$ cat config.mk
export PLATFORM = sky130hd
export DESIGN_NAME = ibwt_rsp_reg_flat
export DESIGN_NICKNAME = d
export VERILOG_FILES = /design/src/hdl/inverse_bwt_block_core_macros.svh /design/src/hdl/ibwt_pkg.sv /design/src/hdl/ibwt_channels.sv /design/src/hdl/ibwt_rsp_reg.sv /design/src/flat_wrapper.sv
export SDC_FILE = /design/constraint.sdc
export NUM_CORES = 1
export LEC_CHECK = 0
export ABC_AREA = 0
export BUFFER_PORTS_ARGS = -buffer_cell sky130_fd_sc_hd__buf_2
export CAP_MARGIN = 15
export CORE_AREA = 8 8 45 47
export CTS_CLUSTER_SIZE = 16
export DETAILED_ROUTE_END_ITERATION = 12
export DIE_AREA = 0 0 53 55
export PLACE_DENSITY_LB_ADDON = 0.3
export SETUP_SLACK_MARGIN = 0.4
export SLEW_MARGIN = 20
export SYNTH_ARGS = -nofsm -noshare
export SYNTH_HDL_FRONTEND = slang
export SYNTH_SLANG_ARGS = --single-unit
$ cat constraint.sdc
create_clock -name clock -period 0.8 [get_ports clock]
set_input_delay 0.04 -clock clock [delete_from_list [all_inputs] [get_ports clock]]
set_output_delay 0.04 -clock clock [all_outputs]
set_load 0.02 [all_outputs]
$ cat src/hdl/inverse_bwt_block_core_macros.svh
// assertion macros shared by the inverse transform block
`ifndef INVERSE_BWT_BLOCK_CORE_MACROS_SVH
`define INVERSE_BWT_BLOCK_CORE_MACROS_SVH

// same-cycle implication
`define IBWT_ASSERT_SAME(label, clk, rst, ante, cons) \
   label: assert property (@(posedge clk) disable iff (rst) (ante) |-> (cons)) \
      else $error("ibwt check failed");

// next-cycle implication
`define IBWT_ASSERT_NEXT(label, clk, rst, ante, cons) \
   label: assert property (@(posedge clk) disable iff (rst) (ante) |=> (cons)) \
      else $error("ibwt check failed");

`endif

$ cat src/hdl/ibwt_pkg.sv
// types and constants of the inverse transform block
`timescale 1ns / 1ps
package ibwt_pkg;

   localparam int SYMBOLS = 256;
   localparam int SYM_W   = 8;
   localparam int START_W = 12;

   typedef logic [SYM_W-1:0]   symbol_type;
   typedef logic [START_W-1:0] start_row_type;
   typedef logic [1:0]         status_type;

   localparam logic KIND_LOAD  = 1'b0;
   localparam logic KIND_FETCH = 1'b1;

   localparam status_type STATUS_OK        = 2'd0;
   localparam status_type STATUS_NO_BLOCK  = 2'd1;
   localparam status_type STATUS_BAD_START = 2'd2;

   typedef struct packed {
      symbol_type data;
      logic       final_res;
      status_type status;
   } rsp_item_type;

endpackage

$ cat src/hdl/ibwt_channels.sv


interface ibwt_rsp_if;
   import ibwt_pkg::*;
   logic       valid;
   logic       ready;
   symbol_type data;
   logic       final_res;
   status_type status;

   modport source (output valid, data, final_res, status, input ready);
   modport sink (input valid, data, final_res, status, output ready);
endinterface

$ cat src/hdl/ibwt_rsp_reg.sv
// response output register
`timescale 1ns / 1ps
module ibwt_rsp_reg (
   input  logic                  clock,
   input  logic                  reset,
   input  logic                  load,
   input  ibwt_pkg::rsp_item_type item,
   output logic                  free,
   ibwt_rsp_if.source            rsp_chan
);
   import ibwt_pkg::*;

   logic         valid_ff, valid_in;
   rsp_item_type item_ff;

   assign free = !valid_ff || rsp_chan.ready;

   always_comb begin
      valid_in = valid_ff;
      if (load) begin
         valid_in = 1'b1;
      end else if (rsp_chan.ready) begin
         valid_in = 1'b0;
      end
   end

   always_ff @(posedge clock) begin
      if (reset) begin
         valid_ff <= 1'b0;
      end else begin
         valid_ff <= valid_in;
      end
   end

   always_ff @(posedge clock) begin
      if (load) begin
         item_ff <= item;
      end
   end

   assign rsp_chan.valid     = valid_ff;
   assign rsp_chan.data      = item_ff.data;
   assign rsp_chan.final_res = item_ff.final_res;
   assign rsp_chan.status    = item_ff.status;
endmodule
$ cat src/flat_wrapper.sv
// flat-port wrapper written by rule: the top's interface ports become plain ports
module ibwt_rsp_reg_flat import ibwt_pkg::*;
  (clock, reset, load, item, free, rsp_chan_valid, rsp_chan_data, rsp_chan_final_res, rsp_chan_status, rsp_chan_ready);
  ibwt_rsp_if rsp_chan_i ();
  input  logic clock;
  input  logic reset;
  input  logic load;
  input  ibwt_pkg::rsp_item_type item;
  output logic free;
  output wire logic [$bits(rsp_chan_i.valid)-1:0] rsp_chan_valid;
  output wire logic [$bits(rsp_chan_i.data)-1:0] rsp_chan_data;
  output wire logic [$bits(rsp_chan_i.final_res)-1:0] rsp_chan_final_res;
  output wire logic [$bits(rsp_chan_i.status)-1:0] rsp_chan_status;
  input wire logic [$bits(rsp_chan_i.ready)-1:0] rsp_chan_ready;
  assign rsp_chan_valid = rsp_chan_i.valid;
  assign rsp_chan_data = rsp_chan_i.data;
  assign rsp_chan_final_res = rsp_chan_i.final_res;
  assign rsp_chan_status = rsp_chan_i.status;
  assign rsp_chan_i.ready = rsp_chan_ready;
  ibwt_rsp_reg u_core (.clock(clock), .reset(reset), .load(load), .item(item), .free(free), .rsp_chan(rsp_chan_i));
endmodule
# Word level (Yosys, flattened, before mapping)
# Index checks and enable logic that the tools add are counted.
classes:
  n_addsub: 0
  mul: 0
  div: 0
  order_cmp: 0
  eq_ne: 0
  n_shift: 0
  muxes: 2
  bitwise: 0
  reduce_logical: 3
ops:
  columns: ["op", "count"]
  rows:
  - ["two-way mux 1 bit", 2]
  - ["nonzero test 2 bit", 1]
  - ["zero test 1 bit", 1]
  - ["logical OR 1 bit", 1]
totals:
  ff_bits: 12
  latch_bits: 0
  ramBits: 0
  romBits: 0
  inputBits: 15
  out_inout_bits: 13
  word_cells: 9
  mem_count: 0

# Logic depth before layout (Yosys ltp)
# Gate-level depths: netlist (run 1).
depth:
  ltp_word: 2
  mapped_depth: 2
  mapped_depth_nobuf: 2

# Worst setup path after synthesis (run 1)
# Ideal clock, no wire load.
synth_path:
  kind: "register to register"
  startpoint: "register, netlist name u_core.rsp_chan.valid"
  endpoint: "register u_core.valid_ff (netlist: u_core.rsp_chan.valid)"
  setup_ns: 0.066
  arrival_ns: 0.707
  t_required_ns: 0.734
  path_slack_ns: 0.026
  path_stages_with_launch: 3
  path_buffers: 0
  period_less_slack_ns: 0.774
  cell_sequence: "dfxtp_1 -> nand2b_4 -> a21oi_2"
synth_rtl:
  columns: ["element", "line", "source"]
  rows:
  - ["end signal, assigned", "ibwt_rsp_reg.sv:31", "valid_ff <= valid_in;"]
  - ["end, declared", "ibwt_rsp_reg.sv:13", "logic valid_ff, valid_in;"]

# Worst setup path in the final report (run 1)
layout_path:
  startpoint: "register u_core.valid_ff (netlist: u_core.rsp_chan.valid)"
  endpoint: "output port free"
layout_between:
  elab_chain_len: 2
layout_lines:
  columns: ["element", "line", "source"]
  rows:
  - ["zero test 1 bit", "ibwt_rsp_reg.sv:16", "assign free = !valid_ff || rsp_chan.ready;"]
  - ["logical OR 1 bit", "ibwt_rsp_reg.sv:16", null]
  - ["end, declared", "flat_wrapper.sv:9", "output logic free;"]
# No other way between the ends.

==> impl_table.tex, run 1 <==
\begin{tabular}{lr}
\hline
Metric & Value \\
\hline
\multicolumn{2}{l}{\textbf{Critical path}} \\
\quad CP cell instances & nand2b\_4 > buf\_6 \\
\quad Critical path buffer and inverter count & 1 \\
\quad Slowest stage cell, crit path & sky130\_fd\_sc\_hd\_\_dfxtp\_4 \\
\quad Critical register-to-register path startpoint & u\_core.rsp\_chan.valid \\
\quad Crit path max fanout & 2 \\
\quad Number of gates on the worst path with buffers counted & 2 \\
\quad Crit path DAT & 0.81 ns \\
\quad Setup slack, reg-to-reg & 0.22 ns \\
\quad Worst setup path startpoint & u\_core.rsp\_chan.valid \\
\quad Critical path data required time & 0.76 ns \\
\quad CP Class & reg2out \\
\quad Type of origin of the critical path & flop \\
\quad Kind of cell with the highest combined delay on the critical path & flip-flops \\
\quad Number of cell instances on the worst register-to-register path & 2 \\
\quad Worst path max stage delay & 0.36 ns \\
\quad Destination of the worst register-to-register timing path & u\_core.rsp\_chan.valid \\
\quad Critical path endpoint category & output pin \\
\multicolumn{2}{l}{\textbf{Hold path}} \\
\quad Min-Delay Path Class & in2reg \\
\quad Worst Hold Path Cells & 2 \\
\quad Source of the worst hold timing path & reset \\
\quad Worst Hold Path EP & u\_core.rsp\_chan.valid \\
\multicolumn{2}{l}{\textbf{Drt}} \\
\quad Count of routing violations after the opening detailed-route iteration & 6 \\
\quad Via count of the routed design & 248 \\
\quad Residual DRC count & 0 \\
\quad Pre-Repair DR Iteration Count & 2 \\
\quad Total Wirelength & 830 um \\
\quad Detailed-route wire length per cell & 13.4 um \\
\quad Routed vias/inst & 4.00 \\
\quad DRT antenna net count & 0 \\
\multicolumn{2}{l}{\textbf{Timing}} \\
\quad Max Transition Viols Final & 0 \\
\quad Clock Skews & 0 ns \\
\quad Period minus WS final & 0.850 ns \\
\quad Number of hold violations in the final report & 12 \\
\quad Measured slew at the worst slew-check pin & 0.251 ns \\
\quad Max Clk Rate & 1180 MHz \\
\quad Total setup violations reported at the end of the flow & 12 \\
\quad Hold slack & -0.0839 ns \\
\quad Portion of the clock cycle consumed by the worst path in the final layout & 1.06 \\
\quad Unrepaired setup endpoints after global routing & yes \\
\quad Setup TNS & -0.401 ns \\
\quad Final Worst Setup Slack & -0.0498 ns \\
\quad Worst slew margin & 0.832 \\
\multicolumn{2}{l}{\textbf{Synthesis}} \\
\quad Post-synth design cell area & 377 um\^{}2 \\
\quad Proportion of netlist area held by the largest area contributor & 0.877 \\
\quad Number of warnings issued by yosys & 0 \\
\quad Number of flops mapped to enable cells by yosys & 11 \\
\quad Netlist cell types & 5 \\
\quad Gate count after technology mapping & 15 \\
\quad Top post-synthesis cells by count & 11 x sky130\_fd\_sc\_hd\_\_edfxtp\_1, 1 x sky130\_fd\_sc\_hd\_\_a21oi\_2, 1 x sky130\_fd\_sc\_hd\_\_dfxtp\_1, 1 x sky130\_fd\_sc\_hd\_\_inv\_1, 1 x sky130\_fd\_sc\_hd\_\_nand2b\_4 \\
\quad Cell type with the highest aggregate area in the netlist & sky130\_fd\_sc\_hd\_\_edfxtp\_1 \\
\quad Register bit total from synthesis & 12 \\
\quad Library cell with the highest instance count after synthesis & sky130\_fd\_sc\_hd\_\_edfxtp\_1 \\
\quad Synthesized net count & 30 \\
\quad Main flop type after synthesis & sky130\_fd\_sc\_hd\_\_edfxtp\_1 \\
\quad Share of async-settable or async-resettable flops after synthesis & 0 \\
\quad Share of the yosys chip area belonging to registers & 0.930 \\
\quad Avg Inst Size Synth & 25.1 um\^{}2 \\
\quad Cell types with the largest area share after synthesis & sky130\_fd\_sc\_hd\_\_edfxtp\_1 88\%, sky130\_fd\_sc\_hd\_\_dfxtp\_1 5.3\%, sky130\_fd\_sc\_hd\_\_nand2b\_4 3.7\% \\
\multicolumn{2}{l}{\textbf{Floorplanning}} \\
\quad Die Footprint & 2920 um\^{}2 \\
\quad I/O Pins & 28 \\
\quad DIE WIDTH & 53 um \\
\quad Area inside the core boundary & 1380 um\^{}2 \\
\quad Standard-cell row count & 14 \\
\quad Vertical die dimension & 55 um \\
\quad Starting utilization of the core area & 0.272 \\
\multicolumn{2}{l}{\textbf{Global routing}} \\
\quad Wire length of the first global-routing pass & 1210 um \\
\quad GRT Total Usage & 0.0620 \\
\quad Total congestion overflow after global routing & 0 \\
\quad Initial antenna violation count & 0 \\
\quad Largest net degree at the start of global routing & 13 \\
\quad Vias in the first global route & 287 \\
\multicolumn{2}{l}{\textbf{Clock tree}} \\
\quad H-Tree Depth & 1 \\
\quad CTS root buffer & sky130\_fd\_sc\_hd\_\_clkbuf\_4 \\
\quad Clock tree from TritonCTS & done \\
\quad Later-pin clock latency in the skew report & 0.26 ns \\
\quad Total number of clock tree sinks & 12 \\
\quad Number of buffers on the longest clock path & 2 \\
\quad Post-CTS clock slew at the launch and capture registers of the worst setup and hold paths & 0.07 ns \\
\quad Post-CTS repair timing setup buffer count & 0 \\
\quad Clock buffer count from CTS & 3 \\
\multicolumn{2}{l}{\textbf{Job}} \\
\quad Maximum capacitance violations & 0 \\
\multicolumn{2}{l}{\textbf{Placed design}} \\
\quad Placed Cells incl. Taps & 58 \\
\quad Total placed instance area & 536 um\^{}2 \\
\quad Gpl congestion & 0.616 \\
\quad \# port buffers & 27 \\
\quad Post-placement worst setup slack & 0.181 ns \\
\multicolumn{2}{l}{\textbf{Outcome}} \\
\quad Violations in the final reports & hold timing, setup timing \\
\quad Result of the run & finished, violations left \\
\multicolumn{2}{l}{\textbf{Finish}} \\
\quad Final cell area excluding filler cells & 618 um\^{}2 \\
\quad Share of final-layout standard cells stronger than drive strength 1 & 0.717 \\
\quad Number of nets in the finished design & 62 \\
\quad N\_diodes & 0 \\
\quad Non-filler cells, final & 62 \\
\quad Total area of multi-input combinational cells & 22.5 um\^{}2 \\
\quad Area taken by flip-flops and latches & 354 um\^{}2 \\
\quad P\&R area growth vs syn & 64.1\% \\
\quad Final-layout fill cell count & 130 \\
\multicolumn{2}{l}{\textbf{Pwr}} \\
\quad Leakage power summed over all cells & 0.271 nW \\
\quad Maximum vdd ir drop & 0.652 mV \\
\quad P per Cell Area & 2170 nW/um\^{}2 \\
\quad Power Total & 1.34 mW \\
\hline
\end{tabular}
==> where the power goes <==
| part | total, mW | switching (mW) | internal (mW) |
|---|---|---|---|
| Clock | 0.382 | 0.189 | 0.193 |
| Combinational | 0.204 | 0.104 | 0.100 |
| Sequential | 0.756 | 0.0192 | 0.737 |
==> cell usage in the layout (no fill, tap or decap), drive strengths merged <==
| cell | n |
|---|---|
| buf | 27 |
| edfxtp | 11 |
| clkbuf | 4 |
| inv | 1 |
| nand2b | 1 |
| a21oi | 1 |
| dfxtp | 1 |
==> kinds of logic (layout without fill, tap and decap cells) <==
group | count (synthesis) | count (layout) | synth area share
buffers and inverters | 1 | 32 | 0.00996
DFF | 12 | 12 | 0.930
AOI/OAI and AO/OA | 1 | 1 | 0.0233
and+or+nand+nor | 1 | 1 | 0.0365
==> registers in the layout, indices dropped and copies added, names as in the netlist <==
signal                     cells
u_core.rsp_chan.final_res      1
u_core.rsp_chan.status         2
u_core.rsp_chan.valid          1
u_core.rsp_chan.data           8
==> worst max-delay path by stage <==
stage	slack, ns	endpoint
6_report	-0.05	free
5_1_grt	-0.10	rsp_chan_data[5]
4_1_cts	-0.07	rsp_chan_data[5]
3_5_place_dp	0.18	u_core.rsp_chan.data[0]
3_3_place_gp	0.19	u_core.rsp_chan.data[0]
2_1_floorplan	0.17	u_core.rsp_chan.valid
==> stage by stage <==
| step | hold WS, ns | utilization |
|---|---|---|
| finish | -0.0839 | 0.447 |
| global route | -0.0962 | 0.447 |
| CTS | -0.0989 | 0.412 |
| detailed placement | 0.193 | 0.387 |
| global placement | 0.191 | 0.387 |
| floorplan | 0.0933 | - |
==> routing by layer <==
layer	global-route usage	vias to the layer above	part of all wire
met5	0	-	0
met4	0.0517	0	0.023
met3	0.0455	2	0.14
met2	0.113	17	0.53
met1	0.0394	112	0.30
li1	-	117	-
==> what timing repair did <==
| item | in CTS | in global routing |
|---|---|---|
| hold endpoints to repair | 12 | 12 |
| gates cloned | 0 | 0 |
| endpoints found under the setup margin | 14 | 14 |
| pin swaps | 0 | 0 |
| resized for setup | 3 | 15 |
==> final cells by class <==
class	instances	share of cell area
multi-input cells	2	0.0364
flip-flops and latches	12	0.573
inverters	1	0.00607
well taps	16	0.0324
clock buffers	4	0.0425
repair buffers	27	0.310
No activity file was read; power rests on OpenSTA's default activity.
==> run 2, diff against run 1 <==
ABC_AREA = 1   (was 0)
==> impl_table.tex, run 2 <==
\begin{tabular}{lr}
\hline
Metric & Value \\
\hline
\multicolumn{2}{l}{\textbf{Clock tree}} \\
\quad Post-CTS clock slew at the launch and capture registers of the worst setup and hold paths & 0.07 ns (about the same) \\
\quad Number of buffers on the longest clock path & 2 (unchanged) \\
\quad Clock buffer count from CTS & 3 (unchanged) \\
\quad Total number of clock tree sinks & 12 (unchanged) \\
\quad CTS root buffer & sky130\_fd\_sc\_hd\_\_clkbuf\_4 (unchanged) \\
\quad H-Tree Depth & 1 (unchanged) \\
\quad Clock tree from TritonCTS & done (unchanged) \\
\quad Later-pin clock latency in the skew report & 0.26 ns (about the same) \\
\multicolumn{2}{l}{\textbf{Finish}} \\
\quad Flip-flop count of the largest register after layout & 8 (unchanged) \\
\quad End-of-flow core utilization & 0.461 (was 0.447) \\
\quad N\_diodes & 0 (unchanged) \\
\quad Final-layout fill cell count & 138 (was 130) \\
\quad Commonest cells after routing, fill and taps aside & 15 x sky130\_fd\_sc\_hd\_\_buf\_2, 12 x sky130\_fd\_sc\_hd\_\_buf\_6, 11 x sky130\_fd\_sc\_hd\_\_edfxtp\_1, 3 x sky130\_fd\_sc\_hd\_\_clkbuf\_4, 2 x sky130\_fd\_sc\_hd\_\_inv\_1 (was 18 x sky130\_fd\_sc\_hd\_\_buf\_2, 11 x sky130\_fd\_sc\_hd\_\_edfxtp\_1, 9 x sky130\_fd\_sc\_hd\_\_buf\_6, 3 x sky130\_fd\_sc\_hd\_\_clkbuf\_4) \\
\quad Most common cell after layout, fill and taps aside & sky130\_fd\_sc\_hd\_\_buf\_2 (unchanged) \\
\quad Share of final-layout standard cells stronger than drive strength 1 & 0.702 (was 0.717) \\
\quad P\&R area growth vs syn & 71.1\% (was 64.1\%) \\
\quad Final cell area excluding filler cells & 638 um\^{}2 (was 618 um\^{}2) \\
\quad Number of nets in the finished design & 63 (was 62) \\
\multicolumn{2}{l}{\textbf{Placed design}} \\
\quad Post-placement worst setup slack & 0.178 ns (was 0.181 ns) \\
\quad Gpl congestion & 0.603 (was 0.616) \\
\quad \# port buffers & 27 (unchanged) \\
\quad Total placed instance area & 537 um\^{}2 (was 536 um\^{}2) \\
\multicolumn{2}{l}{\textbf{Synthesis}} \\
\quad Share of async-settable or async-resettable flops after synthesis & 0 (unchanged) \\
\quad Gate count after technology mapping & 16 (was 15) \\
\quad Avg Inst Size Synth & 23.3 um\^{}2 (was 25.1 um\^{}2) \\
\quad Share of the yosys chip area belonging to registers & 0.940 (was 0.930) \\
\quad Top post-synthesis cells by count & 11 x sky130\_fd\_sc\_hd\_\_edfxtp\_1, 2 x sky130\_fd\_sc\_hd\_\_inv\_1, 1 x sky130\_fd\_sc\_hd\_\_a21oi\_2, 1 x sky130\_fd\_sc\_hd\_\_dfxtp\_1, 1 x sky130\_fd\_sc\_hd\_\_nand2\_2 (was 11 x sky130\_fd\_sc\_hd\_\_edfxtp\_1, 1 x sky130\_fd\_sc\_hd\_\_a21oi\_2, 1 x sky130\_fd\_sc\_hd\_\_dfxtp\_1, 1 x sky130\_fd\_sc\_hd\_\_inv\_1, 1 x sky130\_fd\_sc\_hd\_\_nand2b\_4) \\
\quad Post-synthesis compound-gate area fraction & 0.0235 (was 0.0233) \\
\quad Synthesized net count & 31 (was 30) \\
\quad Number of flops mapped to enable cells by yosys & 11 (unchanged) \\
\quad Cell type with the highest aggregate area in the netlist & sky130\_fd\_sc\_hd\_\_edfxtp\_1 (unchanged) \\
\quad Library cell with the highest instance count after synthesis & sky130\_fd\_sc\_hd\_\_edfxtp\_1 (unchanged) \\
\quad Post-synth design cell area & 373 um\^{}2 (was 377 um\^{}2) \\
\quad Netlist cell types & 5 (unchanged) \\
\quad Post-synthesis share of cell area spent on xor and xnor gates & 0 (unchanged) \\
\quad Fraction of synthesized area in multiplexers & 0 (unchanged) \\
\quad Cell types with the largest area share after synthesis & sky130\_fd\_sc\_hd\_\_edfxtp\_1 89\%, sky130\_fd\_sc\_hd\_\_dfxtp\_1 5.4\%, sky130\_fd\_sc\_hd\_\_a21oi\_2 2.3\% (was sky130\_fd\_sc\_hd\_\_edfxtp\_1 88\%, sky130\_fd\_sc\_hd\_\_dfxtp\_1 5.3\%, sky130\_fd\_sc\_hd\_\_nand2b\_4 3.7\%) \\
\quad Main flop type after synthesis & sky130\_fd\_sc\_hd\_\_edfxtp\_1 (unchanged) \\
\quad Main combinational cell family by area after synthesis & compound AO/OA/AOI/OAI gates (was simple AND/OR/NAND/NOR gates) \\
\quad Post-synthesis adder-cell area fraction & 0 (unchanged) \\
\quad Number of warnings issued by yosys & 0 (unchanged) \\
\quad Share of synthesized cell area in and, or, nand and nor gates & 0.0168 (was 0.0365) \\
\quad Register bit total from synthesis & 12 (unchanged) \\
\quad Proportion of netlist area held by the largest area contributor & 0.886 (was 0.877) \\
\multicolumn{2}{l}{\textbf{Drt}} \\
\quad Residual DRC count & 0 (unchanged) \\
\quad DRT antenna net count & 0 (unchanged) \\
\quad Total Wirelength & 773 um (was 830 um) \\
\quad Via count of the routed design & 247 (was 248) \\
\quad Detailed-route wire length per cell & 12.3 um (was 13.4 um) \\
\quad Pre-Repair DR Iteration Count & 2 (unchanged) \\
\quad Count of routing violations after the opening detailed-route iteration & 5 (was 6) \\
\quad Routed vias/inst & 3.92 (was 4.00) \\
\multicolumn{2}{l}{\textbf{Floorplanning}} \\
\quad Die Footprint & 2920 um\^{}2 (unchanged) \\
\quad DIE WIDTH & 53 um (unchanged) \\
\quad I/O Pins & 28 (unchanged) \\
\quad Starting utilization of the core area & 0.269 (was 0.272) \\
\quad Vertical die dimension & 55 um (unchanged) \\
\quad Standard-cell row count & 14 (unchanged) \\
\quad Area inside the core boundary & 1380 um\^{}2 (unchanged) \\
\multicolumn{2}{l}{\textbf{Pwr}} \\
\quad Combinational cell fraction of total power & 0.163 (was 0.152) \\
\quad Sw frac & 0.229 (was 0.232) \\
\quad Leakage power summed over all cells & 0.284 nW (was 0.271 nW) \\
\quad Sequential share of power & 0.568 (was 0.563) \\
\quad P per Cell Area & 2090 nW/um\^{}2 (was 2170 nW/um\^{}2) \\
\quad Internal Power & 1.03 mW (about the same) \\
\quad Switching component of the power & 0.306 mW (was 0.312 mW) \\
\quad Clock network power share & 0.269 (was 0.284) \\
\quad Maximum vdd ir drop & 0.885 mV (was 0.652 mV) \\
\multicolumn{2}{l}{\textbf{Timing}} \\
\quad Final Worst Setup Slack & -0.0412 ns (was -0.0498 ns) \\
\quad Setup TNS & -0.312 ns (was -0.401 ns) \\
\quad Max Transition Viols Final & 0 (unchanged) \\
\quad Max Clk Rate & 1190 MHz (was 1180 MHz) \\
\quad Clock Skews & 0 ns (unchanged) \\
\quad Worst slew margin & 0.831 (was 0.832) \\
\quad Portion of the clock cycle consumed by the worst path in the final layout & 1.05 (was 1.06) \\
\quad Total setup violations reported at the end of the flow & 12 (unchanged) \\
\quad Hold slack & -0.0833 ns (was -0.0839 ns) \\
\quad Number of hold violations in the final report & 12 (unchanged) \\
\quad Period minus WS final & 0.841 ns (was 0.850 ns) \\
\quad Unrepaired setup endpoints after global routing & yes (unchanged) \\
\quad Measured slew at the worst slew-check pin & 0.253 ns (was 0.251 ns) \\
\multicolumn{2}{l}{\textbf{Job}} \\
\quad Maximum capacitance violations & 0 (unchanged) \\
\multicolumn{2}{l}{\textbf{Global routing}} \\
\quad Initial antenna violation count & 0 (unchanged) \\
\quad GRT Total Usage & 0.0565 (was 0.0620) \\
\quad Vias in the first global route & 296 (was 287) \\
\quad Largest net degree at the start of global routing & 13 (unchanged) \\
\quad Total congestion overflow after global routing & 0 (unchanged) \\
\quad Wire length of the first global-routing pass & 1170 um (was 1210 um) \\
\multicolumn{2}{l}{\textbf{Outcome}} \\
\quad Result of the run & finished, violations left (unchanged) \\
\quad Violations in the final reports & hold timing, setup timing (unchanged) \\
\multicolumn{2}{l}{\textbf{Critical path}} \\
\quad Worst setup path startpoint & u\_core.rsp\_chan.valid (unchanged) \\
\quad Critical path data required time & 0.76 ns (about the same) \\
\quad Type of origin of the critical path & flop (unchanged) \\
\quad CP Class & reg2out (unchanged) \\
\quad Crit path max fanout & 2 (unchanged) \\
\quad Critical register-to-register path startpoint & u\_core.rsp\_chan.valid (unchanged) \\
\quad Crit path DAT & 0.80 ns (was 0.81 ns) \\
\quad Critical path endpoint category & output pin (unchanged) \\
\multicolumn{2}{l}{\textbf{Hold path}} \\
\quad Min-Delay Path Class & in2reg (unchanged) \\
\quad Source of the worst hold timing path & reset (unchanged) \\
\hline
\end{tabular}
## run 2: worst max-delay path, cell delays in order (launching register included)
cell,delay [ns]
sky130_fd_sc_hd__dfxtp_4,0.36
sky130_fd_sc_hd__nand2_4,0.05
sky130_fd_sc_hd__buf_6,0.12
## run 2: final timing paths
path | endpoint | slack, ns | cells past startpoint
worst max-delay path | free | -0.04 | 2
worst min-delay path | u_core.rsp_chan.valid | -0.08 | 2
worst max register to register | u_core.rsp_chan.valid | 0.23 | 2
worst min register to register | u_core.rsp_chan.valid | 0.49 | 2
## run 2: kinds of logic (layout without fill, tap and decap cells)
group,count (synthesis),count (layout)
compound gates,1,1
buf+inv,2,33
flops,12,12
simple gates,1,1
## run 2: metrics by stage
| stage | hold WS, ns | power [mW] | cells |
|---|---|---|---|
| after floorplan | 0.0933 | 0.842 | 16 |
| after global placement | 0.192 | 0.929 | 59 |
| after detailed placement | 0.201 | 0.933 | 59 |
| after CTS | -0.0902 | 1.31 | 63 |
| after global routing | -0.103 | 1.42 | 63 |
| final | -0.0833 | 1.34 | 63 |
## run 2: cell type report
class                           count  area, um^2  share of cell area
Sequential cell                    12         354               0.555
Timing Repair Buffer               27         210               0.329
Multi-Input combinational cell      2        20.0              0.0314
Tap cell                           16        20.0              0.0314
Clock inverter                      1        3.75             0.00588
Clock buffer                        3        22.5              0.0353
Inverter                            2        7.51              0.0118
## run 2: power groups by stage
stage                     Sequential, mW  Clock [mW]  Combinational, mW
after CTS                          0.751       0.378              0.182
after global routing               0.764       0.424              0.229
after floorplan                    0.830           0             0.0122
after detailed placement           0.763           0              0.170
after global placement             0.762           0              0.167
final                              0.759       0.359              0.217
## run 2: layer usage
metal  wire, um  track usage  share of wire  up-vias
li1           -            -              -      120
met1        271       0.0506           0.35      111
met2        380       0.0859           0.49       16
met3        121       0.0455           0.16        0
met4          0       0.0388              0        0
met5          0            0              0        -
## run 2: repair_timing
action	CTS	global route
setup buffers	0	0
gates resized for setup	6	18
setup endpoints to repair	14	14
hold endpoints to repair	12	12
